[src/rtl/integer_to_ascii_radix_defines.svh]
// Assertion macros for the integer-to-text RTL.
`ifndef INTEGER_TO_ASCII_RADIX_DEFINES_SVH
`define INTEGER_TO_ASCII_RADIX_DEFINES_SVH
`ifndef SYNTHESIS
// Same-cycle implication, checked out of reset
`define ITA_ASSERT_IMP(lbl, ante, cons, msg) \
  lbl: assert property (@(posedge clk) disable iff (!rst_n) (ante) |-> (cons)) else $error(msg);
// Next-cycle implication, checked out of reset
`define ITA_ASSERT_NXT(lbl, ante, cons, msg) \
  lbl: assert property (@(posedge clk) disable iff (!rst_n) (ante) |=> (cons)) else $error(msg);
`else
`define ITA_ASSERT_IMP(lbl, ante, cons, msg)
`define ITA_ASSERT_NXT(lbl, ante, cons, msg)
`endif
`endif

[src/rtl/ita_pkg.sv]
// Package: widths, character codes, sequencer states and divider control types.
package ita_pkg;

  localparam int VALUE_W    = 32;
  localparam int RADIX_W    = 5;
  localparam int DIGIT_W    = 4;
  localparam int CHAR_W     = 8;
  localparam int LEN_W      = 6;
  localparam int MAX_DIGITS = 32;
  localparam int PTR_W      = $clog2(MAX_DIGITS);
  localparam int STEP_W     = $clog2(VALUE_W);

  localparam logic [RADIX_W-1:0] RADIX_MIN   = 5'd2;
  localparam logic [RADIX_W-1:0] RADIX_MAX   = 5'd16;
  localparam logic [RADIX_W-1:0] RADIX_RESET = 5'd10;
  localparam logic [RADIX_W-1:0] RADIX_DEC   = 5'd10;

  localparam logic [CHAR_W-1:0] CH_ZERO  = 8'h30;
  localparam logic [CHAR_W-1:0] CH_A     = 8'h61;
  localparam logic [CHAR_W-1:0] CH_MINUS = 8'h2D;

  typedef enum logic [1:0] {
    ST_IDLE,
    ST_DIV,
    ST_EMIT
  } ita_state_t;

  // Divider request and status
  typedef struct packed {
    logic start;
  } ita_div_ctl_t;

  typedef struct packed {
    logic busy;
    logic done;
  } ita_div_sts_t;

  // Digit value to lowercase ASCII
  function automatic logic [CHAR_W-1:0] digit_char(input logic [DIGIT_W-1:0] d);
    if (d < 4'd10) begin
      digit_char = CH_ZERO + CHAR_W'(d);
    end else begin
      digit_char = CH_A + CHAR_W'(d - 4'd10);
    end
  endfunction

endpackage

[src/rtl/integer_to_ascii_radix.sv]
// Top level: signed 32-bit integer to ASCII text in radix 2..16, one character per item.
// Each digit is one division in the single bit-serial divider (32 steps).
// All digits are computed first; then any minus sign, then digits most significant first.
// Characters leave at one per cycle while out_ready stays high.
// A new input item is accepted only in idle, after its last character is loaded for output.
// Synchronous active-low reset clears control state and sets radix to 10.
`include "integer_to_ascii_radix_defines.svh"

module integer_to_ascii_radix (
  input  logic                                clk,
  input  logic                                rst_n,
  input  logic                                cfg_valid,
  output logic                                cfg_ready,
  input  logic [ita_pkg::RADIX_W-1:0]         cfg_radix,
  input  logic                                in_valid,
  output logic                                in_ready,
  input  logic signed [ita_pkg::VALUE_W-1:0]  in_value,
  output logic                                out_valid,
  input  logic                                out_ready,
  output logic [ita_pkg::CHAR_W-1:0]          out_character,
  output logic [ita_pkg::LEN_W-1:0]           out_length,
  output logic                                out_last
);

  ita_pkg::ita_state_t state_r, state_nxt;

  logic [ita_pkg::RADIX_W-1:0] radix_r, radix_nxt;
  logic [ita_pkg::LEN_W-1:0]   cnt_r, cnt_nxt;
  logic [ita_pkg::LEN_W-1:0]   ptr_r, ptr_nxt;
  logic [ita_pkg::LEN_W-1:0]   len_r, len_nxt;
  logic                        neg_r, neg_nxt;
  logic                        sign_pend_r, sign_pend_nxt;
  logic                        out_valid_r, out_valid_nxt;
  logic [ita_pkg::CHAR_W-1:0]  out_char_r, out_char_nxt;
  logic [ita_pkg::LEN_W-1:0]   out_len_r, out_len_nxt;
  logic                        out_last_r, out_last_nxt;
  logic [ita_pkg::DIGIT_W-1:0] digits_r [ita_pkg::MAX_DIGITS];

  ita_pkg::ita_div_ctl_t       div_ctl;
  ita_pkg::ita_div_sts_t       div_sts;
  logic [ita_pkg::VALUE_W-1:0] div_dividend;
  logic [ita_pkg::VALUE_W-1:0] div_quo;
  logic [ita_pkg::DIGIT_W-1:0] div_rem;

  logic                        in_acc;
  logic                        in_neg;
  logic [ita_pkg::VALUE_W-1:0] val_u;
  logic [ita_pkg::VALUE_W-1:0] mag;
  logic                        digit_done;
  logic                        quo_zero;
  logic                        load;
  logic [ita_pkg::LEN_W-1:0]   ptr_m1;

  assign cfg_ready = 1'b1;
  assign in_ready  = (state_r == ita_pkg::ST_IDLE);
  assign in_acc    = in_valid && in_ready;

  // Sign handling: base 10 shows a minus sign, other bases read the bits unsigned
  assign val_u  = in_value;
  assign in_neg = (radix_r == ita_pkg::RADIX_DEC) && val_u[ita_pkg::VALUE_W-1];
  assign mag    = in_neg ? (~val_u + 1'b1) : val_u;

  assign digit_done = (state_r == ita_pkg::ST_DIV) && div_sts.done;
  assign quo_zero   = (div_quo == '0);
  assign load       = (state_r == ita_pkg::ST_EMIT) && (!out_valid_r || out_ready);
  assign ptr_m1     = ptr_r - 1'b1;

  // Divider restarts on the quotient until it reaches zero
  assign div_ctl.start = in_acc || (digit_done && !quo_zero);
  assign div_dividend  = in_acc ? mag : div_quo;

  ita_div u_div (
    .clk       (clk),
    .rst_n     (rst_n),
    .ctl       (div_ctl),
    .dividend  (div_dividend),
    .divisor   (radix_r),
    .sts       (div_sts),
    .quotient  (div_quo),
    .remainder (div_rem)
  );

  // Next state
  always_comb begin
    state_nxt = state_r;
    case (state_r)
      ita_pkg::ST_IDLE: begin
        if (in_acc) state_nxt = ita_pkg::ST_DIV;
      end
      ita_pkg::ST_DIV: begin
        if (digit_done && quo_zero) state_nxt = ita_pkg::ST_EMIT;
      end
      ita_pkg::ST_EMIT: begin
        if (load && !sign_pend_r && (ptr_r == ita_pkg::LEN_W'(1))) begin
          state_nxt = ita_pkg::ST_IDLE;
        end
      end
      default: state_nxt = ita_pkg::ST_IDLE;
    endcase
  end

  // Datapath and output register
  always_comb begin
    radix_nxt     = radix_r;
    cnt_nxt       = cnt_r;
    ptr_nxt       = ptr_r;
    len_nxt       = len_r;
    neg_nxt       = neg_r;
    sign_pend_nxt = sign_pend_r;
    out_valid_nxt = out_valid_r && !out_ready;
    out_char_nxt  = out_char_r;
    out_len_nxt   = out_len_r;
    out_last_nxt  = out_last_r;

    // Radix write, clamped to 2..16
    if (cfg_valid && cfg_ready) begin
      if (cfg_radix < ita_pkg::RADIX_MIN) begin
        radix_nxt = ita_pkg::RADIX_MIN;
      end else if (cfg_radix > ita_pkg::RADIX_MAX) begin
        radix_nxt = ita_pkg::RADIX_MAX;
      end else begin
        radix_nxt = cfg_radix;
      end
    end

    case (state_r)
      ita_pkg::ST_IDLE: begin
        if (in_acc) begin
          cnt_nxt = '0;
          neg_nxt = in_neg;
        end
      end
      ita_pkg::ST_DIV: begin
        if (digit_done) begin
          cnt_nxt = cnt_r + 1'b1;
          if (quo_zero) begin
            ptr_nxt       = cnt_r + 1'b1;
            len_nxt       = cnt_r + 1'b1 + ita_pkg::LEN_W'(neg_r);
            sign_pend_nxt = neg_r;
          end
        end
      end
      ita_pkg::ST_EMIT: begin
        if (load) begin
          out_valid_nxt = 1'b1;
          out_len_nxt   = len_r;
          if (sign_pend_r) begin
            out_char_nxt  = ita_pkg::CH_MINUS;
            out_last_nxt  = 1'b0;
            sign_pend_nxt = 1'b0;
          end else begin
            out_char_nxt = ita_pkg::digit_char(digits_r[ptr_m1[ita_pkg::PTR_W-1:0]]);
            out_last_nxt = (ptr_r == ita_pkg::LEN_W'(1));
            ptr_nxt      = ptr_m1;
          end
        end
      end
      default: begin
      end
    endcase
  end

  always_ff @(posedge clk) begin
    if (!rst_n) begin
      state_r     <= ita_pkg::ST_IDLE;
      radix_r     <= ita_pkg::RADIX_RESET;
      out_valid_r <= 1'b0;
      sign_pend_r <= 1'b0;
      cnt_r       <= '0;
      ptr_r       <= '0;
    end else begin
      state_r     <= state_nxt;
      radix_r     <= radix_nxt;
      out_valid_r <= out_valid_nxt;
      sign_pend_r <= sign_pend_nxt;
      cnt_r       <= cnt_nxt;
      ptr_r       <= ptr_nxt;
    end
  end

  always_ff @(posedge clk) begin
    len_r      <= len_nxt;
    neg_r      <= neg_nxt;
    out_char_r <= out_char_nxt;
    out_len_r  <= out_len_nxt;
    out_last_r <= out_last_nxt;
  end

  // Digit buffer, least significant digit first
  always_ff @(posedge clk) begin
    if (digit_done) begin
      digits_r[cnt_r[ita_pkg::PTR_W-1:0]] <= div_rem;
    end
  end

  assign out_valid     = out_valid_r;
  assign out_character = out_char_r;
  assign out_length    = out_len_r;
  assign out_last      = out_last_r;

  // Checks
  `ITA_ASSERT_IMP(a_radix_range, 1'b1, (radix_r >= ita_pkg::RADIX_MIN) && (radix_r <= ita_pkg::RADIX_MAX), "radix register out of range")
  `ITA_ASSERT_IMP(a_idle_div_quiet, state_r == ita_pkg::ST_IDLE, !div_sts.busy && !div_sts.done, "divider active while idle")
  `ITA_ASSERT_IMP(a_done_in_div, div_sts.done, state_r == ita_pkg::ST_DIV, "divider result outside digit phase")
  `ITA_ASSERT_IMP(a_emit_has_chars, state_r == ita_pkg::ST_EMIT, ptr_r != '0, "emit phase with no digits left")
  `ITA_ASSERT_NXT(a_digit_count, digit_done, cnt_r <= ita_pkg::LEN_W'(ita_pkg::MAX_DIGITS), "digit count overflow")

endmodule

[src/rtl/ita_div.sv]
// Bit-serial restoring divider: 32-bit dividend by a 2..16 radix, one bit a cycle.
module ita_div (
  input  logic                                clk,
  input  logic                                rst_n,
  input  ita_pkg::ita_div_ctl_t               ctl,
  input  logic [ita_pkg::VALUE_W-1:0]         dividend,
  input  logic [ita_pkg::RADIX_W-1:0]         divisor,
  output ita_pkg::ita_div_sts_t               sts,
  output logic [ita_pkg::VALUE_W-1:0]         quotient,
  output logic [ita_pkg::DIGIT_W-1:0]         remainder
);

  logic [ita_pkg::VALUE_W-1:0] quo_r, quo_nxt;
  logic [ita_pkg::DIGIT_W-1:0] rem_r, rem_nxt;
  logic [ita_pkg::STEP_W-1:0]  cnt_r, cnt_nxt;
  logic                        busy_r, busy_nxt;
  logic                        done_r, done_nxt;
  logic [ita_pkg::RADIX_W-1:0] trial;
  logic [ita_pkg::RADIX_W-1:0] diff;
  logic                        ge;

  // Shift in the next dividend bit and try a subtract
  assign trial = {rem_r, quo_r[ita_pkg::VALUE_W-1]};
  assign ge    = (trial >= divisor);
  assign diff  = trial - divisor;

  always_comb begin
    quo_nxt  = quo_r;
    rem_nxt  = rem_r;
    cnt_nxt  = cnt_r;
    busy_nxt = busy_r;
    done_nxt = 1'b0;
    if (ctl.start) begin
      quo_nxt  = dividend;
      rem_nxt  = '0;
      cnt_nxt  = '0;
      busy_nxt = 1'b1;
    end else if (busy_r) begin
      quo_nxt = {quo_r[ita_pkg::VALUE_W-2:0], ge};
      rem_nxt = ge ? diff[ita_pkg::DIGIT_W-1:0] : trial[ita_pkg::DIGIT_W-1:0];
      cnt_nxt = cnt_r + 1'b1;
      if (cnt_r == ita_pkg::STEP_W'(ita_pkg::VALUE_W - 1)) begin
        busy_nxt = 1'b0;
        done_nxt = 1'b1;
      end
    end
  end

  always_ff @(posedge clk) begin
    if (!rst_n) begin
      busy_r <= 1'b0;
      done_r <= 1'b0;
      cnt_r  <= '0;
    end else begin
      busy_r <= busy_nxt;
      done_r <= done_nxt;
      cnt_r  <= cnt_nxt;
    end
  end

  always_ff @(posedge clk) begin
    quo_r <= quo_nxt;
    rem_r <= rem_nxt;
  end

  assign sts.busy  = busy_r;
  assign sts.done  = done_r;
  assign quotient  = quo_r;
  assign remainder = rem_r;

endmodule
[config.mk]
export PLATFORM = sky130hd
export DESIGN_NAME = integer_to_ascii_radix
export DESIGN_NICKNAME = d
export VERILOG_FILES = /design/src/rtl/ita_pkg.sv /design/src/rtl/integer_to_ascii_radix.sv /design/src/rtl/ita_div.sv
export VERILOG_INCLUDE_DIRS = /design/src /design/src/rtl
export SDC_FILE = /design/constraint.sdc
export NUM_CORES = 1
export LEC_CHECK = 0
export ABC_AREA = 0
export BUFFER_PORTS_ARGS = -buffer_cell sky130_fd_sc_hd__buf_4
export CAP_MARGIN = 0
export CORE_MARGIN = 8
export CORE_UTILIZATION = 45
export DETAILED_ROUTE_END_ITERATION = 6
export SYNTH_ARGS = -nofsm -noshare
export SYNTH_HDL_FRONTEND = slang
export SYNTH_SLANG_ARGS = --single-unit
export TNS_END_PERCENT = 30
[constraint.sdc]
create_clock -name clk -period 3.7 [get_ports clk]
set_input_delay 0.37 -clock clk [delete_from_list [all_inputs] [get_ports clk]]
set_output_delay 0.37 -clock clk [all_outputs]
set_load 0.05 [all_outputs]
### After elaboration in Yosys (flattened, before gate mapping)

Memory sizes are Yosys's and may differ from the RTL's.
Index checks and enable logic that the tools add are counted.

* equality and inequality tests: 13
* add/sub/neg operators: 9
* bitwise gates (word level): 3
* multiplexer cells: 32
* magnitude comparators: 4
* reduce and logical (&&, ||, !) cells: 30

Operators with widths (count)
* $mux 32: 4
* $mux 6: 6
* $add 32x1->32 const B: 1
* $logic_not 32->1: 1
* $not 32->32: 1
* $pmux 6 s2: 2
* $mux 1: 11
* $mux 5: 2
* $logic_and 1x1->1: 9
* $reduce_and 3->1: 3
* $add 7x8->8 const A: 1
* $mux 8: 1
* $ne 2x1->1 const B: 4
* $ne 2x2->1 const B: 4
* $add 6x4->7 const A: 1
* $add 6x1->6: 1
* $add 6x1->6 const B: 1
* $eq 6x1->1 const B: 1
* $mux 2: 3
* $pmux 2 s3: 1
* $reduce_and 2->1: 3
* $reduce_bool 2->1: 3
* $sub 6x1->6 const B: 1
* $add 5x1->5 const B: 1
* other kinds (20): 25

* input bits: 42
* RAM bits: 128
* memories kept: 1
* register bits: 86
* word-level logic and storage cells: 108

Memory list
* digits_r: words 32, bits a word 4, rd ports 1, clocked after Yosys merged registers in 0, wr ports 1, line integer_to_ascii_radix.sv:37 `logic [ita_pkg::DIGIT_W-1:0] digits_r [ita_pkg::MAX_DIGITS];`

### Depth between registers and ports, before layout

* word-level depth: 7
* depth in mapped cells: 19

### Cells and area by module

A second synthesis with hierarchy kept.

* cell total of the unflattened synthesis: 813
* area total of the unflattened synthesis: 10468.8 µm²

By module, submodules not included
* integer_to_ascii_radix: cells an instance 673, area each 8455.6 µm², sequential area each 4894.7 µm², instances 1
* ita_div: cells an instance 140, area each 2013.2 µm², sequential area each 1181.1 µm², instances 1

### Worst setup path after synthesis

No wires, ideal clock.

* path type: flip-flop to flip-flop
* start: reg u_div.quo_r, in the netlist u_div.quotient[31]
* end: reg u_div.quo_r, in the netlist u_div.quotient[0], enable pin
* data required time: 3.234 ns
* arrival: 3.571 ns
* path slack: -0.337 ns
* stages on the path, launching flop included: 7
* buffers on the path: 1
* clock period less this slack: 4.037 ns
* setup time: 0.466 ns
* cells stage by stage: edfxtp_1 -> nor4_1 -> nand4_1 -> nor2_1 -> o21ai_1 -> clkbuf_1 -> o21ai_0

* word-level cells in the longest chain between the ends: 6
* elaborated cells on any way between the ends: 7

Ends and longest elaborated chain
* start: declaration: line ita_div.sv:13 `logic [ita_pkg::VALUE_W-1:0] quo_r, quo_nxt;`
* start signal: assignment: line ita_div.sv:62 `quo_r <= quo_nxt;`
* $logic_not 32->1 (*): line integer_to_ascii_radix.sv:64 `assign quo_zero = (div_quo == '0);`
* $logic_not 1->1 (*): line integer_to_ascii_radix.sv:69 `assign div_ctl.start = in_acc || (digit_done && !quo_zero);`
* $logic_and 1x1->1 (*): line integer_to_ascii_radix.sv:69
* $logic_or 1x1->1 (*): line integer_to_ascii_radix.sv:69
* $ne 2x1->1 (no source line) / $reduce_bool 2->1 (equally long branches)
* $reduce_and 2->1 (no source line) (*)

Every way passes the cells marked *; elsewhere a longest branch is shown, timed or not.
A chain may end at the register's enable or synchronous reset.

### Worst setup path after layout

* start: reg ptr_r[0] (netlist name)
* end: reg out_char_r, in the netlist out_character[2], data pin

* word-level cells in the longest chain between the ends: 5
* elaborated cells on any way between the ends: 7

Ends and longest elaborated chain
* start: declaration: line integer_to_ascii_radix.sv:29 `logic [ita_pkg::LEN_W-1:0] ptr_r, ptr_nxt;`
* start signal: assignment: line integer_to_ascii_radix.sv:177 `ptr_r <= ptr_nxt;`
* $sub 6x1->6 (*): line integer_to_ascii_radix.sv:66 `assign ptr_m1 = ptr_r - 1'b1;`
* $mem_v2 32x4 (*)
* $sub 4x4->5: line ita_pkg.sv:43 `digit_char = CH_A + CHAR_W'(d - 4'd10);`
* $add 7x8->8: line ita_pkg.sv:43
* $mux 8 (*): line ita_pkg.sv:40 `if (d < 4'd10) begin`
* end signal: assignment: line integer_to_ascii_radix.sv:184 `out_char_r <= out_char_nxt;`
* end: declaration: line integer_to_ascii_radix.sv:34 `logic [ita_pkg::CHAR_W-1:0] out_char_r, out_char_nxt;`

Marked as above.

==> results.ini <==
[final_layout]
layout-drive-gt1-share=0.173
final_nets=905
area_delta_synth_final_pct=14.3
fillerInstances=1887
final_cells=1137
antenna_cells=0
fin_util=0.522

[setup_path]
endpoint=out_character[2]
required_ns=3.93
critical_path_arrival_ns=3.53
critPathLaunch=ptr_r[0]
reg2reg_slack_ns=0.40
rr_startpoint=ptr_r[0]
end_kind=flop
reg2reg_depth=11
crit_type=flop to flop
r2r-end=out_character[2]
cp-start-kind=flop
critPathMaxFanout=33

[outcome]
status=finished, final reports clean

[sta]
max_freq_ghz=0.303
fin_skew_ns=0.0184
slew_headroom=0.424
fin_tns_setup_ns=0
rsz0062_at_grt=false
setup_viol=0
whs_ns=0.164
max_slew.worst_pin.slew_ns=0.863
fin_crit_sh=0.892
min_period_ns=3.30
drv_slew=0
finalHoldViolCount=0

[clock_tree]
postCtsResizedCells=0
cts_inserted_buffers=23
cts_buffer_depth=3
cts_tree=yes
root_buffer=clkbuf_16
cts_sinks=213
clkTransAtPathRegs_ns=0.06
clk_latency_ns=0.50
cts_hold_buf=0
post_cts_buffers=0
htreeDepth=1

[place]
port_buffers=57
dp.final_hpwl_mm=15.5
gp_congestion=0.866
dp_cells=1097

[routing]
route.vias.total=6418
drc=0
routedWlPerCell_um=19.3
viasPerCell=5.64
ant_nets=0
dr.pass1.iters=5
first_iter_violations=442
wl_mm=22.0

[floorplan]
die_height_um=165
initial_utilization=0.457
core_mm2=0.0218
rows=54
die-area_mm2=0.0271
die_x_um=165
num_io_pins=60

[power]
ir_drop_mv=0.320
combPwrFrac=0.079
power_uw=5390
p_per_area_mw_per_mm2=474
swShare=0.224
p_switching_uw=1210
clockPowerShare=0.403
power_leakage_uw=0.00388
internal-power_uw=4180
seqPwrFrac=0.518

[global_route]
grt_pass1_vias=6650
grt_overflow=0
antenna_found_initial=0
grt_usage=0.163
grt_max_degree=71
grt_pass1_wl_mm=35.1

[synth]
yosysTopAreaCell=edfxtp_1
yosysWarnings=0
ys_async_sr_fraction=0
synth_edf_count=181
syn_inst=784
synth_top_area_frac=0.547
synth-seq-cells=213
ys.flop_type=edfxtp_1
syn_area_mm2=0.00994
syn_area_per_cell_um2=12.7
yosys-top-cells-area=edfxtp_1 (55%), mux4_2 (7.2%), dfxtp_1 (6.4%)
synth_cell_types=58
synth_nets=847
ys_seq_area_frac=0.611

[flow_run]
max_cap_viol_count=0

[worst_hold_path]
hold_class=input port to flop

-- state kept, by name (all words and copies together) (netlist names), 5 cells and up --
| register | count |
|---|---|
| cnt_r | 6 |
| ptr_r | 6 |
| out_character | 7 |
| out_length | 6 |
| u_div.quotient | 32 |
| radix_r | 5 |
| len_r | 6 |
| u_div.cnt_r | 5 |
| digits_r | 128 |
-- routing by layer --
metal | global-route usage | share of wire
met5 | 0 | 0
met4 | 0.0471 | 0.021
met3 | 0.0267 | 0.056
met2 | 0.281 | 0.49
met1 | 0.208 | 0.43
-- cell families after synthesis --
| family | after synthesis | share of synthesized area |
|---|---|---|
| xor+xnor | 50 | 0.0440 |
| buf+inv | 62 | 0.0289 |
| fa+ha+maj | 21 | 0.0272 |
| flops | 213 | 0.611 |
| compound gates | 129 | 0.0795 |
| mux | 37 | 0.0775 |
| simple gates | 270 | 0.131 |
| other cells | 2 | 0.000755 |
-- power by group through the flow --
stage / clock [uW] / sequential, uW / combinational [uW]
after floorplan: 0 / 2860 / 236
after global placement: 0 / 2830 / 411
after detailed placement: 0 / 2840 / 432
after CTS: 2230 / 2790 / 433
after global routing: 2310 / 2800 / 481
final: 2170 / 2790 / 427
-- cells in the mapped netlist (10+ instances only) --
library cell  number
edfxtp_1         181
nand2_1           44
nor2_1           118
dfxtp_1           32
o21ai_0           19
clkbuf_1          22
xnor2_1           22
a21oi_1           51
ha_1              20
nor3_1            15
nor4_1            12
o22ai_1           13
nor2b_1           10
nand3_1           12
inv_1             24
xor2_1            28
mux4_2            32
-- worst min path at each step --
stage               depth (start not counted)            end  slack (ns)          from
floorplan                                   0  out_length[0]        0.40      len_r[0]
global placement                            0  out_length[1]        0.40      len_r[1]
detailed placement                          0  out_length[1]        0.41      len_r[1]
CTS                                         2     radix_r[3]        0.14  cfg_radix[4]
global route                                2     radix_r[3]        0.16  cfg_radix[4]
finish                                      2     radix_r[3]        0.16  cfg_radix[4]
-- layout by cell type, fill, tap and decap left out, types with 5 or more instances in the layout --
cell,n
nor3b_1,5
o21ai_0,18
mux2i_1,5
a31oi_1,5
nor2b_1,10
nor4_1,12
a21oi_1,51
clkbuf_16,23
inv_1,24
nand2b_1,7
xnor2_1,22
nand4_1,5
nor3_1,15
nand2_1,44
ha_1,20
and2_1,9
mux4_2,32
clkinv_2,5
or3_1,9
nor2_1,118
nand3b_1,6
o22ai_1,13
xor2_1,28
dfxtp_1,31
buf_4,70
o31ai_1,9
nand3_1,12
edfxtp_1,181
-- critical path: stages, from the launching register on --
cell and delay (ns):
dfxtp_2 0.55, inv_1 0.08, ha_1 0.33, buf_12 0.22
mux4_2 0.38, and3_1 0.21, a2111oi_1 0.47, nor4_2 0.15
ha_1 0.24, xnor2_1 0.13, a21oi_1 0.14, o21ai_0 0.11
-- metrics by stage --
step	area [um2]	worst slack (ns)
floorplan	9940	0.0785
global placement	10700	0.512
detailed placement	10700	0.392
CTS	11400	0.398
global route	11400	0.169
finish	11400	0.400
-- cell type report --
cell class                 instances  area, um2  area share
sequential                       213       6080       0.535
inverter                          24       90.1     0.00793
clock inverter                    13        116      0.0102
timing repair buffer              71        546      0.0480
clock buffer                      27        591      0.0520
multi-input combinational        509       3600       0.316
tap                              280        350      0.0308
No activity file was read; power rests on OpenSTA's default activity.
